File: src/pipw_pkg.sv
// package for the point in polygon winding unit
// holds codes, default sizes and the edge unit control struct; no dependencies

package pipw_pkg;

  // default sizes handed to the top level parameters
  localparam int unsigned MAX_VERTICES_DEF = 256;
  localparam int unsigned COORD_BITS_DEF   = 16;

  // fewest vertices that make a polygon
  localparam int unsigned MIN_VERTICES = 3;

  // result winding field and its saturation limits
  localparam int unsigned WINDING_BITS = 9;
  localparam int          WIND_MAX     = 255;
  localparam int          WIND_MIN     = -256;

  // item action codes
  typedef enum logic [1:0] {
    ACT_CLEAR  = 2'd0,
    ACT_APPEND = 2'd1,
    ACT_QUERY  = 2'd2
  } action_e;

  // result status codes
  typedef enum logic [1:0] {
    STAT_OK   = 2'd0,
    STAT_FULL = 2'd1,
    STAT_FEW  = 2'd2
  } status_e;

  // control of the shared edge unit
  typedef struct packed {
    logic load;
    logic mul_lhs;
    logic mul_rhs;
  } edge_ctl_t;

endpackage

File: src/pipw_edge_unit.sv
// shared edge unit: coordinate differences, one multiplier used twice, cross sign
// depends on pipw_pkg for edge_ctl_t

module pipw_edge_unit #(
  parameter int unsigned COORD_BITS = pipw_pkg::COORD_BITS_DEF
) (
  input  logic                         clk_i,
  input  pipw_pkg::edge_ctl_t          ctl_i,
  input  logic signed [COORD_BITS-1:0] ax_i,
  input  logic signed [COORD_BITS-1:0] ay_i,
  input  logic signed [COORD_BITS-1:0] bx_i,
  input  logic signed [COORD_BITS-1:0] by_i,
  input  logic signed [COORD_BITS-1:0] px_i,
  input  logic signed [COORD_BITS-1:0] py_i,
  output logic                         inc_o,
  output logic                         dec_o
);
  import pipw_pkg::*;

  localparam int unsigned DW = COORD_BITS + 1;
  localparam int unsigned PW = 2 * DW;

  logic signed [DW-1:0] dx_ab_q, dy_ab_q, dx_ap_q, dy_ap_q;
  logic                 up_q, dn_q;
  logic signed [DW-1:0] op_a, op_b;
  logic signed [PW-1:0] prod;
  logic signed [PW-1:0] lhs_q, rhs_q;
  logic                 a_below;

  // edge direction against the point row
  assign a_below = (ay_i <= py_i);

  // differences and crossing flags of the edge
  always_ff @(posedge clk_i) begin
    if (ctl_i.load) begin
      dx_ab_q <= DW'(bx_i) - DW'(ax_i);
      dy_ab_q <= DW'(by_i) - DW'(ay_i);
      dx_ap_q <= DW'(px_i) - DW'(ax_i);
      dy_ap_q <= DW'(py_i) - DW'(ay_i);
      up_q    <= a_below && (by_i > py_i);
      dn_q    <= !a_below && (by_i <= py_i);
    end
  end

  // one multiplier, operands picked by the step
  assign op_a = ctl_i.mul_rhs ? dx_ap_q : dx_ab_q;
  assign op_b = ctl_i.mul_rhs ? dy_ab_q : dy_ap_q;
  assign prod = op_a * op_b;

  always_ff @(posedge clk_i) begin
    if (ctl_i.mul_lhs) begin
      lhs_q <= prod;
    end
    if (ctl_i.mul_rhs) begin
      rhs_q <= prod;
    end
  end

  // point left of upward edge counts up, right of downward edge counts down
  assign inc_o = up_q && (lhs_q > rhs_q);
  assign dec_o = dn_q && (lhs_q < rhs_q);

endmodule

File: config.mk
export PLATFORM = sky130hd
export DESIGN_NAME = pipw_edge_unit
export DESIGN_NICKNAME = d
export VERILOG_FILES = /design/src/pipw_pkg.sv /design/src/pipw_edge_unit.sv
export SDC_FILE = /design/constraint.sdc
export NUM_CORES = 1
export LEC_CHECK = 0
export BUFFER_PORTS_ARGS = -buffer_cell sky130_fd_sc_hd__buf_4
export CORE_ASPECT_RATIO = 0.6
export CORE_MARGIN = 1
export CORE_UTILIZATION = 25
export CTS_CLUSTER_SIZE = 10
export DETAILED_ROUTE_END_ITERATION = 10
export PLACE_DENSITY = 0.39
export SETUP_SLACK_MARGIN = 0.2
export SLEW_MARGIN = 20
export SYNTH_ARGS = -nofsm -noshare
export SYNTH_HDL_FRONTEND = slang
export SYNTH_SLANG_ARGS = --single-unit
File: constraint.sdc
create_clock -name clk_i -period 12.85 [get_ports clk_i]
set_input_delay 0 -clock clk_i [delete_from_list [all_inputs] [get_ports clk_i]]
set_output_delay 0 -clock clk_i [all_outputs]
set_load 0.05 [all_outputs]
==> qor_table.md <==
| Quantity | This run | Unit |
| --- | --- | --- |
| Run status | finished clean | - |
| HPWL after detailed placement | 45100 | um |
| Number of failing setup endpoints in the final timing report | 0 | - |
| Met1 layer usage reported by global route | 21.8 | % |
| Kind of launch point of the worst setup path | primary input | - |
| Cell type contributing the most total cell area after synthesis | sky130_fd_sc_hd__fa_1 | - |
| Hold Worst Slack | 14.4 | ps |
| Per-instance average area after synthesis | 9.82 | um2 |
| Worst path arrival time | 7980 | ps |
| Chain of cells forming the critical path | buf_4 -> buf_4 -> mux2i_2 -> nor2_1 -> fa_1 -> inv_1 -> fa_1 -> fa_1 -> fa_1 -> inv_1 -> fa_1 -> inv_1 -> fa_1 -> inv_1 -> ha_1 -> a211oi_2 -> o21ai_0 -> and3_1 -> o31ai_4 -> a211oi_1 -> or4_1 -> a21oi_2 -> xnor2_1 | - |
| Unrepaired setup endpoints after global routing | false | - |
| Layout Nets | 2711 | - |
| Post-synthesis sequential area ratio | 21.2 | % |
| Top fanout value on the critical path | 56 | - |
| Met2 demand-to-capacity share in global routing | 20.6 | % |
| Leading cell type by number of instances after synthesis | sky130_fd_sc_hd__inv_1 | - |
| Number of pins exceeding their max-slew limit in the final report | 0 | - |
| Tightest Hold Check Type | primary input to flop | - |
| First-pass GRT wire length | 86100 | um |
| Deepest level of the CTS H-tree | 4 | - |
| Rel. slew slack | 22.1 | % |
| Critical path buffers and inverters | 6 | - |
| Site row count | 79 | - |
| Number of global-route vias before repair | 15.0k | - |
| Worst setup path startpoint | ctl_i[0] | - |
| Max Cap Viol | 0 | - |
| Layout Skew | 11.9 | ps |
| Post-synth EDFFs | 138 | - |
| Setup CP Type | primary input to flop | - |
| Area of the placeable core | 77500 | um2 |
| Worst Setup End Kind | flop | - |
| DR pass1 iterations | 6 | - |
| Largest net degree at the start of global routing | 60 | - |
| Grt met3 use | 3.35 | % |
| Synth top area cells | sky130_fd_sc_hd__fa_1 31%, sky130_fd_sc_hd__edfxtp_1 21%, sky130_fd_sc_hd__ha_1 13%, sky130_fd_sc_hd__inv_1 8.3%, sky130_fd_sc_hd__nor2_1 4.4% | - |
| Proportion of synthesized flip-flops having asynchronous set or reset | 0 | % |
| Min-Delay Startpoint | ay_i[1] | - |
| Congestion Overflow GR | 0 | - |
| Worst-Margin Slew | 1140 | ps |
| Total of buffers placed on input and output ports | 101 | - |
| Fraction of synthesized cell area taken by the top area cell type | 30.7 | % |
| List of most frequent post-synthesis cells | 434 x sky130_fd_sc_hd__inv_1, 300 x sky130_fd_sc_hd__fa_1, 229 x sky130_fd_sc_hd__nor2_1 | - |
| Library cell appearing most often on the critical path | sky130_fd_sc_hd__fa_1 | - |
| Number of DRC markers in iteration 0 | 990 | - |
| Synthesis-to-layout area growth | 14.3 | % |
| Busiest layer in global routing | met1 | - |
| Sinks on the clock net | 138 | - |
| Post CTS Setup Buffer Count | 0 | - |
| Initial cell density of the core | 25.2 | % |
| Most used flip-flop cell after synthesis | sky130_fd_sc_hd__edfxtp_1 | - |
| Cell area after synthesis | 19600 | um2 |
| Final count of hold timing violations | 0 | - |
| Number of gates given a new drive strength after cts | 0 | - |
| TritonCTS clock tree | built | - |
| Drt via density | 4.41 | - |
| CTS clock-pin slew for the worst setup and hold paths | 70 | ps |
| TritonCTS buffer count | 17 | - |
| Top Family by Delay on Critical Path | adder cells | - |
| Die area | 79400 | um2 |
| Largest stage delay on the critical path | 930 | ps |
| Horiz. Die Dim | 363 | um |
| Final wirelength | 53500 | um |
| Cell with the largest stage delay on the worst path | sky130_fd_sc_hd__mux2i_2 | - |
| Die Ht | 219 | um |
| Ratio of cells with drive above 1 in the final layout | 9.75 | % |
| CTS root buffer | sky130_fd_sc_hd__clkbuf_16 | - |
| Antenna violation net count after detailed routing | 0 | - |
| Number of design rule violations left after detail routing | 0 | - |
| Antenna violations before repair | 1 | - |
| Min Clock Period, post-route | 7780 | ps |
| Endpoint required time on the critical path | 13050 | ps |
| Diodes inserted | 0 | - |
| Latest clock arrival within the worst-skew pair | 460 | ps |
| Post-DR wirelength/cell | 16.8 | um |
| Global router's overall resource usage | 14.3 | % |
| Ports placed on the boundary | 102 | - |
| Aggregate negative setup slack | 0 | ps |
| Instance count of the mapped netlist | 1992 | - |
| Synth Net Count | 2592 | - |
| Start of the worst register-to-register path | dx_ab_q[6] | - |
| Maximum clock rate | 129 | MHz |
| Yosys warning total | 0 | - |
| Via count | 14.0k | - |
| Global placement routability congestion | 0.889 | - |
| Library cells used by synthesis | 56 | - |
| Final period utilization | 60.5 | % |
| CTS max path bufs | 2 | - |
| #FFs+latches synth | 138 | - |
-- final cells by class --
type / instances / area, um2
fill: 8226 / 55100
multi-input combinational: 1392 / 13700
sequential: 138 / 4140
inverter: 434 / 1630
tap: 1053 / 1320
timing repair buffer: 128 / 977
clock buffer: 18 / 429
clock inverter: 14 / 160
-- cell families (layout without fill, tap and decap cells) --
kind of cell,count (synthesis),after routing,share of synthesized area [%]
AOI/OAI and AO/OA,234,234,8.01
xor gates and xnor gates,73,73,3.27
adders and majority gates,500,500,43.5
buffers and inverters,462,594,8.88
DFF,138,138,21.2
muxes,59,59,3.18
and+or+nand+nor,526,526,12.0
-- per-layer routing --
| metal | share of wire (%) | vias up |
|---|---|---|
| li1 | - | 6624 |
| met1 | 53 | 7077 |
| met2 | 41 | 290 |
| met3 | 5.5 | 19 |
| met4 | 0.47 | 0 |
| met5 | 0 | - |
-- layout by cell type, fill, tap and decap left out, types with 7 or more instances in the layout --
| cell type | n |
|---|---|
| sky130_fd_sc_hd__a211oi_1 | 11 |
| sky130_fd_sc_hd__a21boi_0 | 7 |
| sky130_fd_sc_hd__a21o_1 | 27 |
| sky130_fd_sc_hd__a21oi_1 | 66 |
| sky130_fd_sc_hd__and3_1 | 7 |
| sky130_fd_sc_hd__buf_4 | 122 |
| sky130_fd_sc_hd__clkbuf_16 | 17 |
| sky130_fd_sc_hd__edfxtp_1 | 138 |
| sky130_fd_sc_hd__fa_1 | 300 |
| sky130_fd_sc_hd__ha_1 | 200 |
| sky130_fd_sc_hd__inv_1 | 434 |
| sky130_fd_sc_hd__mux2_2 | 25 |
| sky130_fd_sc_hd__mux2i_1 | 28 |
| sky130_fd_sc_hd__nand2_1 | 143 |
| sky130_fd_sc_hd__nand2b_1 | 20 |
| sky130_fd_sc_hd__nand3_1 | 20 |
| sky130_fd_sc_hd__nand4_1 | 17 |
| sky130_fd_sc_hd__nor2_1 | 229 |
| sky130_fd_sc_hd__nor2b_1 | 23 |
| sky130_fd_sc_hd__nor3_1 | 29 |
| sky130_fd_sc_hd__o21a_1 | 30 |
| sky130_fd_sc_hd__o21ai_0 | 37 |
| sky130_fd_sc_hd__o31a_1 | 7 |
| sky130_fd_sc_hd__or2_2 | 15 |
| sky130_fd_sc_hd__xnor2_1 | 59 |
| sky130_fd_sc_hd__xor2_1 | 14 |
-- state kept, by name, summed over array words and instances (netlist names) --
| register | count |
|---|---|
| dn_q | 1 |
| dy_ap_q | 17 |
| dx_ab_q | 17 |
| dy_ab_q | 17 |
| rhs_q | 34 |
| up_q | 1 |
| lhs_q | 34 |
| dx_ap_q | 17 |
-- path summary, 6_finish.rpt --
| check | depth (start not counted) | slack (ps) | endpoint |
|---|---|---|---|
| setup / recovery | 23 | 5070 | rhs_q[27] |
| hold / removal | 3 | 10 | dy_ap_q[1] |
| setup reg to reg | 21 | 5750 | rhs_q[27] |
| hold reg to reg | 3 | 960 | lhs_q[0] |
-- per-stage QoR --
stage          instance area, um2  instances  util [%]  setup WS (ps)
6_report                    22400       3177      28.8           5070
5_1_grt                     22400       3177      28.8           4760
4_1_cts                     22300       3177      28.8           5150
3_5_place_dp                21700       3140      28.0           4680
3_3_place_gp                21700       3139      28.0           4330
2_1_floorplan               19600       1992         -           6090
-- worst reg2reg max path, stage by stage (launching register included) --
cell and delay [ps]:
sky130_fd_sc_hd__edfxtp_1 410, sky130_fd_sc_hd__mux2i_2 800, sky130_fd_sc_hd__nor2_1 150, sky130_fd_sc_hd__fa_1 580
sky130_fd_sc_hd__inv_1 50, sky130_fd_sc_hd__fa_1 400, sky130_fd_sc_hd__fa_1 540, sky130_fd_sc_hd__fa_1 550
sky130_fd_sc_hd__inv_1 50, sky130_fd_sc_hd__fa_1 470, sky130_fd_sc_hd__inv_1 50, sky130_fd_sc_hd__fa_1 480
sky130_fd_sc_hd__inv_1 40, sky130_fd_sc_hd__ha_1 370, sky130_fd_sc_hd__a211oi_2 270, sky130_fd_sc_hd__o21ai_0 170
sky130_fd_sc_hd__and3_1 250, sky130_fd_sc_hd__o31ai_4 410, sky130_fd_sc_hd__a211oi_1 120, sky130_fd_sc_hd__or4_1 430
sky130_fd_sc_hd__a21oi_2 170, sky130_fd_sc_hd__xnor2_1 80
-- timing repair --
item                       4_1_cts  5_1_grt
hold endpoints to repair        14        0
hold buffers                     5        0
setup endpoints to repair        0        0
Power is left out: the tool's default activity adds up to more than one toggle a clock period on the data nets, which glitch-free logic cannot reach.
